`config.mk`:
```
export PLATFORM = sky130hd
export DESIGN_NAME = trithemius_quadratic_key_cipher_core
export DESIGN_NICKNAME = d
export VERILOG_FILES = /design/src/sv/tqkc_pkg.sv /design/src/sv/tqkc_ctrl.sv /design/src/sv/tqkc_datapath.sv /design/src/sv/trithemius_quadratic_key_cipher_core.sv
export SDC_FILE = /design/constraint.sdc
export NUM_CORES = 1
export LEC_CHECK = 0
export ABC_AREA = 1
export BUFFER_PORTS_ARGS = -buffer_cell sky130_fd_sc_hd__buf_2
export CORE_UTILIZATION = 35
export DETAILED_ROUTE_END_ITERATION = 8
export SYNTH_ARGS = -nofsm -noshare
export SYNTH_HDL_FRONTEND = slang
export SYNTH_SLANG_ARGS = --single-unit
```
`constraint.sdc`:
```
create_clock -name clk -period 13.6 [get_ports clk]
set_clock_uncertainty 0.15 [all_clocks]
set_input_delay 0.68 -clock clk [delete_from_list [all_inputs] [get_ports clk]]
set_output_delay 0.68 -clock clk [all_outputs]
set_load 0.005 [all_outputs]
```
`src/sv/tqkc_pkg.sv`:
```
// ----------------------------------------------------------------------------
// tqkc_pkg
// Shared types and constants of the quadratic-key Trithemius cipher core.
// ----------------------------------------------------------------------------
package tqkc_pkg;

	localparam int ALPHABET_SIZE  = 28;
	localparam int POSITION_WIDTH = 16;

	localparam int CHAR_W      = 8;
	localparam int LEN_W       = 5;
	localparam int WORD_W      = 32;
	localparam int WORD_COUNT  = 7;
	localparam int ENTRY_COUNT = WORD_COUNT * (WORD_W / CHAR_W);
	localparam int ENTRY_IDX_W = $clog2(ENTRY_COUNT);

	// largest length that both the parameter and the stored entries allow
	localparam int USABLE_LEN = (ALPHABET_SIZE < ENTRY_COUNT) ? ALPHABET_SIZE : ENTRY_COUNT;

	localparam int CFG_IDX_W  = 3;
	localparam int CFG_DATA_W = 32;

	// remainder unit: six dividend bits per step
	localparam int DIGIT_W    = 6;
	localparam int KEY_STEPS  = 2;
	localparam int KEY_PAD_W  = KEY_STEPS * DIGIT_W;
	localparam int POS_STEPS  = (POSITION_WIDTH + DIGIT_W - 1) / DIGIT_W;
	localparam int DIV_W      = POS_STEPS * DIGIT_W;
	localparam int STEP_CNT_W = $clog2((POS_STEPS > KEY_STEPS) ? POS_STEPS : KEY_STEPS);

	typedef logic [CFG_IDX_W-1:0] reg_idx_t;
	typedef logic [WORD_W-1:0]    word_t;

	localparam reg_idx_t REG_LENGTH    = 3'd0;
	localparam reg_idx_t REG_WORD_BASE = 3'd1;

	localparam logic [LEN_W-1:0] RESET_LENGTH = 5'd26;
	localparam word_t RESET_WORDS [WORD_COUNT] = '{
		32'h4443_4241, 32'h4847_4645, 32'h4C4B_4A49, 32'h504F_4E4D,
		32'h5453_5251, 32'h5857_5655, 32'h0000_5A59
	};

	typedef enum logic [1:0] {
		ST_IDLE,
		ST_KEY,
		ST_FIN,
		ST_RMOD
	} state_t;

	typedef struct packed {
		logic cfg_write;
		logic item_accept;
		logic pos_load;
		logic mod_step;
		logic r_commit;
		logic out_load;
	} cmd_t;

	typedef struct packed {
		logic skip;
	} sts_t;

endpackage

```
`src/sv/tqkc_ctrl.sv`:
```
// ----------------------------------------------------------------------------
// tqkc_ctrl
// Sequencer: handshakes, remainder step count and result hand-off.
// ----------------------------------------------------------------------------
module tqkc_ctrl (
	input  logic                          clk,
	input  logic                          arst_n,
	input  logic                          in_valid,
	output logic                          in_stall,
	output logic                          out_valid,
	input  logic                          out_stall,
	input  logic                          cfg_valid,
	output logic                          cfg_ready,
	input  logic [tqkc_pkg::CFG_IDX_W-1:0] cfg_index,
	input  tqkc_pkg::sts_t                sts,
	output tqkc_pkg::cmd_t                cmd
);

	tqkc_pkg::state_t                    state_q, state_d;
	logic [tqkc_pkg::STEP_CNT_W-1:0]     cnt_q;
	logic                                out_valid_q;
	logic                                cfg_fire, in_fire, out_free, len_write;
	logic                                key_last, pos_last;

	assign cfg_ready = (state_q == tqkc_pkg::ST_IDLE);
	assign in_stall  = (state_q != tqkc_pkg::ST_IDLE) || cfg_valid;
	assign out_valid = out_valid_q;

	assign cfg_fire  = cfg_valid && cfg_ready;
	assign in_fire   = in_valid && !in_stall;
	assign out_free  = !out_valid_q || !out_stall;
	assign len_write = cfg_fire && (cfg_index == tqkc_pkg::REG_LENGTH);
	assign key_last  = (cnt_q == tqkc_pkg::STEP_CNT_W'(tqkc_pkg::KEY_STEPS - 1));
	assign pos_last  = (cnt_q == tqkc_pkg::STEP_CNT_W'(tqkc_pkg::POS_STEPS - 1));

	always_comb begin
		state_d = state_q;
		case (state_q)
			tqkc_pkg::ST_IDLE: begin
				if (len_write)
					state_d = tqkc_pkg::ST_RMOD;
				else if (in_fire)
					state_d = tqkc_pkg::ST_KEY;
			end
			tqkc_pkg::ST_KEY: begin
				if (sts.skip || key_last)
					state_d = tqkc_pkg::ST_FIN;
			end
			tqkc_pkg::ST_FIN: begin
				if (out_free)
					state_d = tqkc_pkg::ST_IDLE;
			end
			tqkc_pkg::ST_RMOD: begin
				if (pos_last)
					state_d = tqkc_pkg::ST_IDLE;
			end
			default: state_d = tqkc_pkg::ST_IDLE;
		endcase
	end

	always_comb begin
		cmd             = '0;
		cmd.cfg_write   = cfg_fire;
		cmd.item_accept = in_fire;
		cmd.pos_load    = len_write;
		case (state_q)
			tqkc_pkg::ST_KEY:  cmd.mod_step = !sts.skip;
			tqkc_pkg::ST_RMOD: begin
				cmd.mod_step = 1'b1;
				cmd.r_commit = pos_last;
			end
			tqkc_pkg::ST_FIN:  cmd.out_load = out_free;
			default: ;
		endcase
	end

	always_ff @(posedge clk or negedge arst_n) begin
		if (!arst_n) begin
			state_q     <= tqkc_pkg::ST_IDLE;
			cnt_q       <= '0;
			out_valid_q <= 1'b0;
		end else begin
			state_q <= state_d;
			// restart the step count on every state change
			if (state_d != state_q)
				cnt_q <= '0;
			else
				cnt_q <= cnt_q + 1'b1;
			if (cmd.out_load)
				out_valid_q <= 1'b1;
			else if (!out_stall)
				out_valid_q <= 1'b0;
		end
	end

endmodule

```
`src/sv/tqkc_datapath.sv`:
```
// ----------------------------------------------------------------------------
// tqkc_datapath
// Alphabet registers, search, position tracking, shared remainder unit and
// result register.
// ----------------------------------------------------------------------------
module tqkc_datapath (
	input  logic                           clk,
	input  logic                           arst_n,
	input  tqkc_pkg::cmd_t                 cmd,
	output tqkc_pkg::sts_t                 sts,
	input  logic [tqkc_pkg::CFG_IDX_W-1:0]  cfg_index,
	input  logic [tqkc_pkg::CFG_DATA_W-1:0] cfg_data,
	input  logic [tqkc_pkg::CHAR_W-1:0]     char_in,
	input  logic                           mode,
	input  logic                           message_start,
	output logic [tqkc_pkg::CHAR_W-1:0]     char_out,
	output logic                           was_substituted
);

	localparam int LW = tqkc_pkg::LEN_W;
	localparam int CW = tqkc_pkg::CHAR_W;
	localparam int PW = tqkc_pkg::POSITION_WIDTH;
	localparam int IW = tqkc_pkg::ENTRY_IDX_W;

	logic [LW-1:0]              len_q;
	tqkc_pkg::word_t            words_q [tqkc_pkg::WORD_COUNT];
	logic [CW-1:0]              entry [tqkc_pkg::ENTRY_COUNT];
	logic [LW-1:0]              use_len;

	logic [PW-1:0]              pos_q, pos_eff;
	logic [LW-1:0]              r_q, r_eff, r_next;
	logic [LW:0]                r_inc;

	logic                       hit;
	logic [IW-1:0]              hit_idx;
	logic [LW:0]                fac_a, fac_b;
	logic [tqkc_pkg::KEY_PAD_W-1:0] product;

	logic [tqkc_pkg::DIV_W-1:0] dv_q;
	logic [LW-1:0]              rem_q, rem_next;

	logic [CW-1:0]              char_q;
	logic                       mode_q, found_q;
	logic [IW-1:0]              p_q;
	logic [LW:0]                sum, diff, idx_w;
	logic [IW-1:0]              idx;
	logic [CW-1:0]              sub_char;
	logic [CW-1:0]              char_out_q;
	logic                       subst_q;

	// alphabet registers
	always_ff @(posedge clk or negedge arst_n) begin
		if (!arst_n) begin
			len_q <= tqkc_pkg::RESET_LENGTH;
			for (int w = 0; w < tqkc_pkg::WORD_COUNT; w++)
				words_q[w] <= tqkc_pkg::RESET_WORDS[w];
		end else if (cmd.cfg_write) begin
			if (cfg_index == tqkc_pkg::REG_LENGTH)
				len_q <= cfg_data[LW-1:0];
			else
				words_q[cfg_index - tqkc_pkg::REG_WORD_BASE] <= cfg_data;
		end
	end

	for (genvar j = 0; j < tqkc_pkg::ENTRY_COUNT; j++) begin : g_entry
		assign entry[j] = words_q[j / 4][(j % 4) * CW +: CW];
	end

	assign use_len = (len_q > LW'(tqkc_pkg::USABLE_LEN)) ? LW'(tqkc_pkg::USABLE_LEN) : len_q;

	// first match among the entries in use
	always_comb begin
		hit     = 1'b0;
		hit_idx = '0;
		for (int j = tqkc_pkg::ENTRY_COUNT - 1; j >= 0; j--) begin
			if ((IW'(j) < use_len) && (entry[j] == char_in)) begin
				hit     = 1'b1;
				hit_idx = IW'(j);
			end
		end
	end

	// r tracks position mod length so the key needs no wide reduction
	assign pos_eff = message_start ? '0 : pos_q;
	assign r_eff   = message_start ? '0 : r_q;
	assign r_inc   = {1'b0, r_eff} + 1'b1;
	assign r_next  = ((&pos_eff) || (r_inc >= {1'b0, use_len})) ? '0 : r_inc[LW-1:0];

	// 2r^2 + 5r + 3 = (r + 1)(2r + 3)
	assign fac_a   = {1'b0, r_eff} + 1'b1;
	assign fac_b   = {r_eff, 1'b0} + (LW+1)'(3);
	assign product = tqkc_pkg::KEY_PAD_W'(fac_a * fac_b);

	// restoring remainder, one digit of the dividend per step
	always_comb begin
		logic [LW-1:0]               t;
		logic [LW:0]                 tw;
		logic [tqkc_pkg::DIGIT_W-1:0] d;
		t = rem_q;
		d = dv_q[tqkc_pkg::DIV_W-1 -: tqkc_pkg::DIGIT_W];
		for (int b = tqkc_pkg::DIGIT_W - 1; b >= 0; b--) begin
			tw = {t, d[b]};
			if (tw >= {1'b0, use_len})
				tw = tw - {1'b0, use_len};
			t = tw[LW-1:0];
		end
		rem_next = t;
	end

	always_ff @(posedge clk or negedge arst_n) begin
		if (!arst_n) begin
			pos_q <= '0;
			r_q   <= '0;
		end else if (cmd.item_accept) begin
			pos_q <= pos_eff + 1'b1;
			r_q   <= r_next;
		end else if (cmd.r_commit) begin
			r_q   <= rem_next;
		end
	end

	always_ff @(posedge clk) begin
		if (cmd.item_accept) begin
			dv_q    <= {product, {(tqkc_pkg::DIV_W - tqkc_pkg::KEY_PAD_W){1'b0}}};
			rem_q   <= '0;
			char_q  <= char_in;
			mode_q  <= mode;
			found_q <= hit;
			p_q     <= hit_idx;
		end else if (cmd.pos_load) begin
			dv_q    <= tqkc_pkg::DIV_W'(pos_q);
			rem_q   <= '0;
		end else if (cmd.mod_step) begin
			dv_q    <= dv_q << tqkc_pkg::DIGIT_W;
			rem_q   <= rem_next;
		end
	end

	// shift the matched index by the key, wrapping at the length in use
	assign sum  = {1'b0, p_q} + {1'b0, rem_q};
	assign diff = {1'b0, p_q} - {1'b0, rem_q};
	always_comb begin
		if (mode_q)
			idx_w = diff[LW] ? (diff + {1'b0, use_len}) : diff;
		else
			idx_w = (sum >= {1'b0, use_len}) ? (sum - {1'b0, use_len}) : sum;
		idx = idx_w[IW-1:0];
	end
	assign sub_char = (idx < IW'(tqkc_pkg::ENTRY_COUNT)) ? entry[idx] : '0;

	always_ff @(posedge clk) begin
		if (cmd.out_load) begin
			char_out_q <= found_q ? sub_char : char_q;
			subst_q    <= found_q;
		end
	end

	assign sts.skip        = !found_q;
	assign char_out        = char_out_q;
	assign was_substituted = subst_q;

endmodule

```
`src/sv/trithemius_quadratic_key_cipher_core.sv`:
```
// ----------------------------------------------------------------------------
// trithemius_quadratic_key_cipher_core
// Byte-wide Trithemius substitution with a quadratic running key.
// ----------------------------------------------------------------------------
// An item whose character is in the alphabet passes through the accept cycle
// (search and key product), two steps of the shared remainder unit that
// reduce the key by the alphabet length, and the result load, which waits
// for the output register to be free. A character not in the alphabet skips
// the remainder steps. The next item can be taken in the cycle after the
// result load, unless a configuration write is pending, even while that
// result still waits in the output register. A write to the length register
// starts a pass of the same remainder unit that re-derives the position
// modulo the new length; input stalls during that pass.
module trithemius_quadratic_key_cipher_core (
	input  logic                           clk,
	input  logic                           arst_n,
	input  logic                           in_valid,
	output logic                           in_stall,
	input  logic [tqkc_pkg::CHAR_W-1:0]     char_in,
	input  logic                           mode,
	input  logic                           message_start,
	output logic                           out_valid,
	input  logic                           out_stall,
	output logic [tqkc_pkg::CHAR_W-1:0]     char_out,
	output logic                           was_substituted,
	input  logic                           cfg_valid,
	output logic                           cfg_ready,
	input  logic [tqkc_pkg::CFG_IDX_W-1:0]  cfg_index,
	input  logic [tqkc_pkg::CFG_DATA_W-1:0] cfg_data
);

	tqkc_pkg::cmd_t cmd;
	tqkc_pkg::sts_t sts;

	tqkc_ctrl u_ctrl (
		.clk       (clk),
		.arst_n    (arst_n),
		.in_valid  (in_valid),
		.in_stall  (in_stall),
		.out_valid (out_valid),
		.out_stall (out_stall),
		.cfg_valid (cfg_valid),
		.cfg_ready (cfg_ready),
		.cfg_index (cfg_index),
		.sts       (sts),
		.cmd       (cmd)
	);

	tqkc_datapath u_dp (
		.clk             (clk),
		.arst_n          (arst_n),
		.cmd             (cmd),
		.sts             (sts),
		.cfg_index       (cfg_index),
		.cfg_data        (cfg_data),
		.char_in         (char_in),
		.mode            (mode),
		.message_start   (message_start),
		.char_out        (char_out),
		.was_substituted (was_substituted)
	);

endmodule

```
==> reports/metrics.cfg <==
[synthesis]
synth_simple_gate_area_share_pct = 21.8
synthCells = 2656
yosys_warnings = 0
yosysUniqueCellTypes = 66
synth_area_per_cell_um2 = 7.58
syn-cell-area_um2 = 20100
synthXorXnorAreaFrac_pct = 6.66
synthAdderAreaFrac_pct = 7.00
synth_edf_count = 36
yosysSeqAreaShare_pct = 38.7
synth-async-reset-ratio_pct = 84.4
dominantRegCellSynth = dfrtp_1
synth_compound_area_share_pct = 17.7
synth_top_family_by_area = simple AND/OR/NAND/NOR gates
ys_seq_elements = 302
synthMuxAreaShare_pct = 0

[final_layout]
area_growth_pct = 10.8
fin_nets = 2804
layout_commonest_cell = nand2_1
diodes = 0
final_cell_mix = 634 x nand2_1, 360 x o21ai_0, 270 x inv_1
fillers = 5913
drive_gt1_share_pct = 10.5

[routing]
drt-wirelength-per-cell_um = 22.3
remaining_drc_errors = 0
viasPerCell = 5.53
drt-initial-drc-count = 2158
ant_nets = 0
vias = 19000
maxUsedRoutingLayer = met4
dr_wl_met3_um = 6610
drt_wl_total_um = 76800
wl_met1_um = 31500
met2_length_um = 34100
drt_first_pass_iters = 8

[cts]
cts_buffers = 36
cts_tree = built
cts_root_buf = clkbuf_16
clockBufferDepth = 3
cts.hold.buffers_added = 0
htree_num_levels = 2
clkLatencyLatePin_ns = 0.57
cts_setup_buffers = 0
clock-sinks = 302
cts_resized = 0
cts.clk_slew.worst_paths_ns = 0.06

[setup_path]
crit_path_end_kind = flip-flop
reg2reg_slack_ns = 2.84
path_max_fanout = 11
slowest_delay_ns = 0.48
arrival_ns = 11.00
crit_end = u_dp.rem_q[2]
reg2reg_from = u_dp.len_q[2]
crit-reg2reg-capture = u_dp.rem_q[2]
critPathKind = flip-flop to flip-flop
cp_common_cell = o21ai_0
worstPathRequired_ns = 13.84
startpoint = u_dp.len_q[2]
worstSetupStartpointType = flip-flop
ff2ff_path_depth = 52
cp_slowest_cell = dfrtp_1

[place]
gp_congestion = 0.970
port-buffer-count = 61
hpwl_um = 55800
preCtsSetupSlack_ns = 2.97

[grt]
grt_max_degree = 130
grtUsageTotal_pct = 26.0
grt_pass1_vias = 18200
antenna_found_initial = 1
grt.overflow.total = 0
grt_first_pass_wirelength_um = 115000

[timing]
setup_tns_ns = 0
worst_slack_ns = 2.84
slew_violations = 0
timing.fmax_mhz = 92.9
relSlewSlack_pct = 15.0
hold_violations = 0
rsz0062_at_grt = false
period_minus_slack_ns = 10.76
fin_crit_sh_pct = 79.1
worst_pin_slew_ns = 1.24
setup_viol = 0

[floorplanning]
fp-row-count = 87
coreArea_um2 = 56600
ios = 62
die_h_um = 242
die_area_um2 = 58500
die-width_um = 242
start_util_pct = 35.6

[flow_run]
cap_violations = 0

[hold_path]
hold_path_class = primary input to asynchronous set/reset pin

[run_status]
status = finished, final reports clean

==> cells by family after synthesis <==
logic type,Yosys count
buffers and inverters,414
DFF,302
adders and majority gates,100
other,1
AOI/OAI and AO/OA,631
and+or+nand+nor,1055
xor gates and xnor gates,153
==> critical path: cells and delay by family (launching register included) <==
kind | cells | cell delay (ns)
adders and majority gates | 7 | 2.55
DFF | 1 | 0.48
AOI/OAI and AO/OA | 19 | 4.44
buffers and inverters | 9 | 1.28
and+or+nand+nor | 17 | 1.69
==> synth_stat cells, types with 36 or more instances <==
library cell / n / area (µm²)
nand2_1: 639 / 2400
o211ai_1: 57 / 428
a21oi_1: 102 / 510
xnor2_1: 53 / 464
dfstp_2: 89 / 2340
nor2_1: 207 / 777
nand3_1: 98 / 490
ha_1: 79 / 988
clkbuf_1: 79 / 297
buf_2: 37 / 185
o21ai_0: 360 / 1800
dfrtp_1: 166 / 4150
inv_1: 270 / 1010
xor2_1: 100 / 876
edfxtp_1: 36 / 1080
==> final cells by class <==
| type | instances | area, µm² | area share (%) |
|---|---|---|---|
| clock buffers | 50 | 1070 | 4.78 |
| clock inverters | 16 | 141 | 0.634 |
| inverters | 284 | 1070 | 4.80 |
| multi-input cells | 1941 | 10700 | 48.2 |
| flip-flops and latches | 302 | 7790 | 34.9 |
| well taps | 756 | 946 | 4.24 |
| repair buffers | 89 | 538 | 2.41 |
==> how the worst min path moves through the flow <==
stage | slack, ns | from | depth (start not counted) | endpoint
after global placement | 0.30 | u_ctrl.cnt_q[0] | 1 | u_ctrl.cnt_q[0]
after CTS | 0.1 | arst_n | 1 | u_dp.entry[5]
final | 0.02 | arst_n | 1 | u_dp.entry[10]
after floorplan | 0.23 | arst_n | 0 | u_ctrl.cnt_q[0]
after detailed placement | 0.31 | u_ctrl.cnt_q[0] | 1 | u_ctrl.cnt_q[0]
after global routing | 0.13 | arst_n | 1 | u_dp.entry[5]
==> per-stage QoR <==
step	area (µm²)	util [%]	instances	hold WS, ns
global route	22300	39.4	3438	0.128
finish	22300	39.4	3438	0.0163
floorplan	20100	-	2657	0.234
CTS	22300	39.4	3438	0.0971
detailed placement	21100	37.3	3372	0.310
global placement	21100	37.3	3372	0.298
==> sequential cells by signal, summed over array words and instances (netlist names) <==
signal                flops
u_ctrl.cnt_q              2
u_ctrl.out_valid          1
u_ctrl.state_q            2
u_dp.char_out             8
u_dp.char_q               8
u_dp.dv_q                18
u_dp.entry              224
u_dp.found_q              1
u_dp.len_q                5
u_dp.mode_q               1
u_dp.p_q                  5
u_dp.pos_q               16
u_dp.r_q                  5
u_dp.rem_q                5
u_dp.was_substituted      1
==> per-layer routing <==
| layer | vias up | track usage [%] |
|---|---|---|
| li1 | 8775 | - |
| met1 | 9112 | 34.1 |
| met2 | 901 | 40.1 |
| met3 | 221 | 5.15 |
| met4 | 0 | 14.4 |
| met5 | - | 0 |
Power is left out: the tool's default activity adds up to more than one toggle a clock period on the data nets, which glitch-free logic cannot reach.
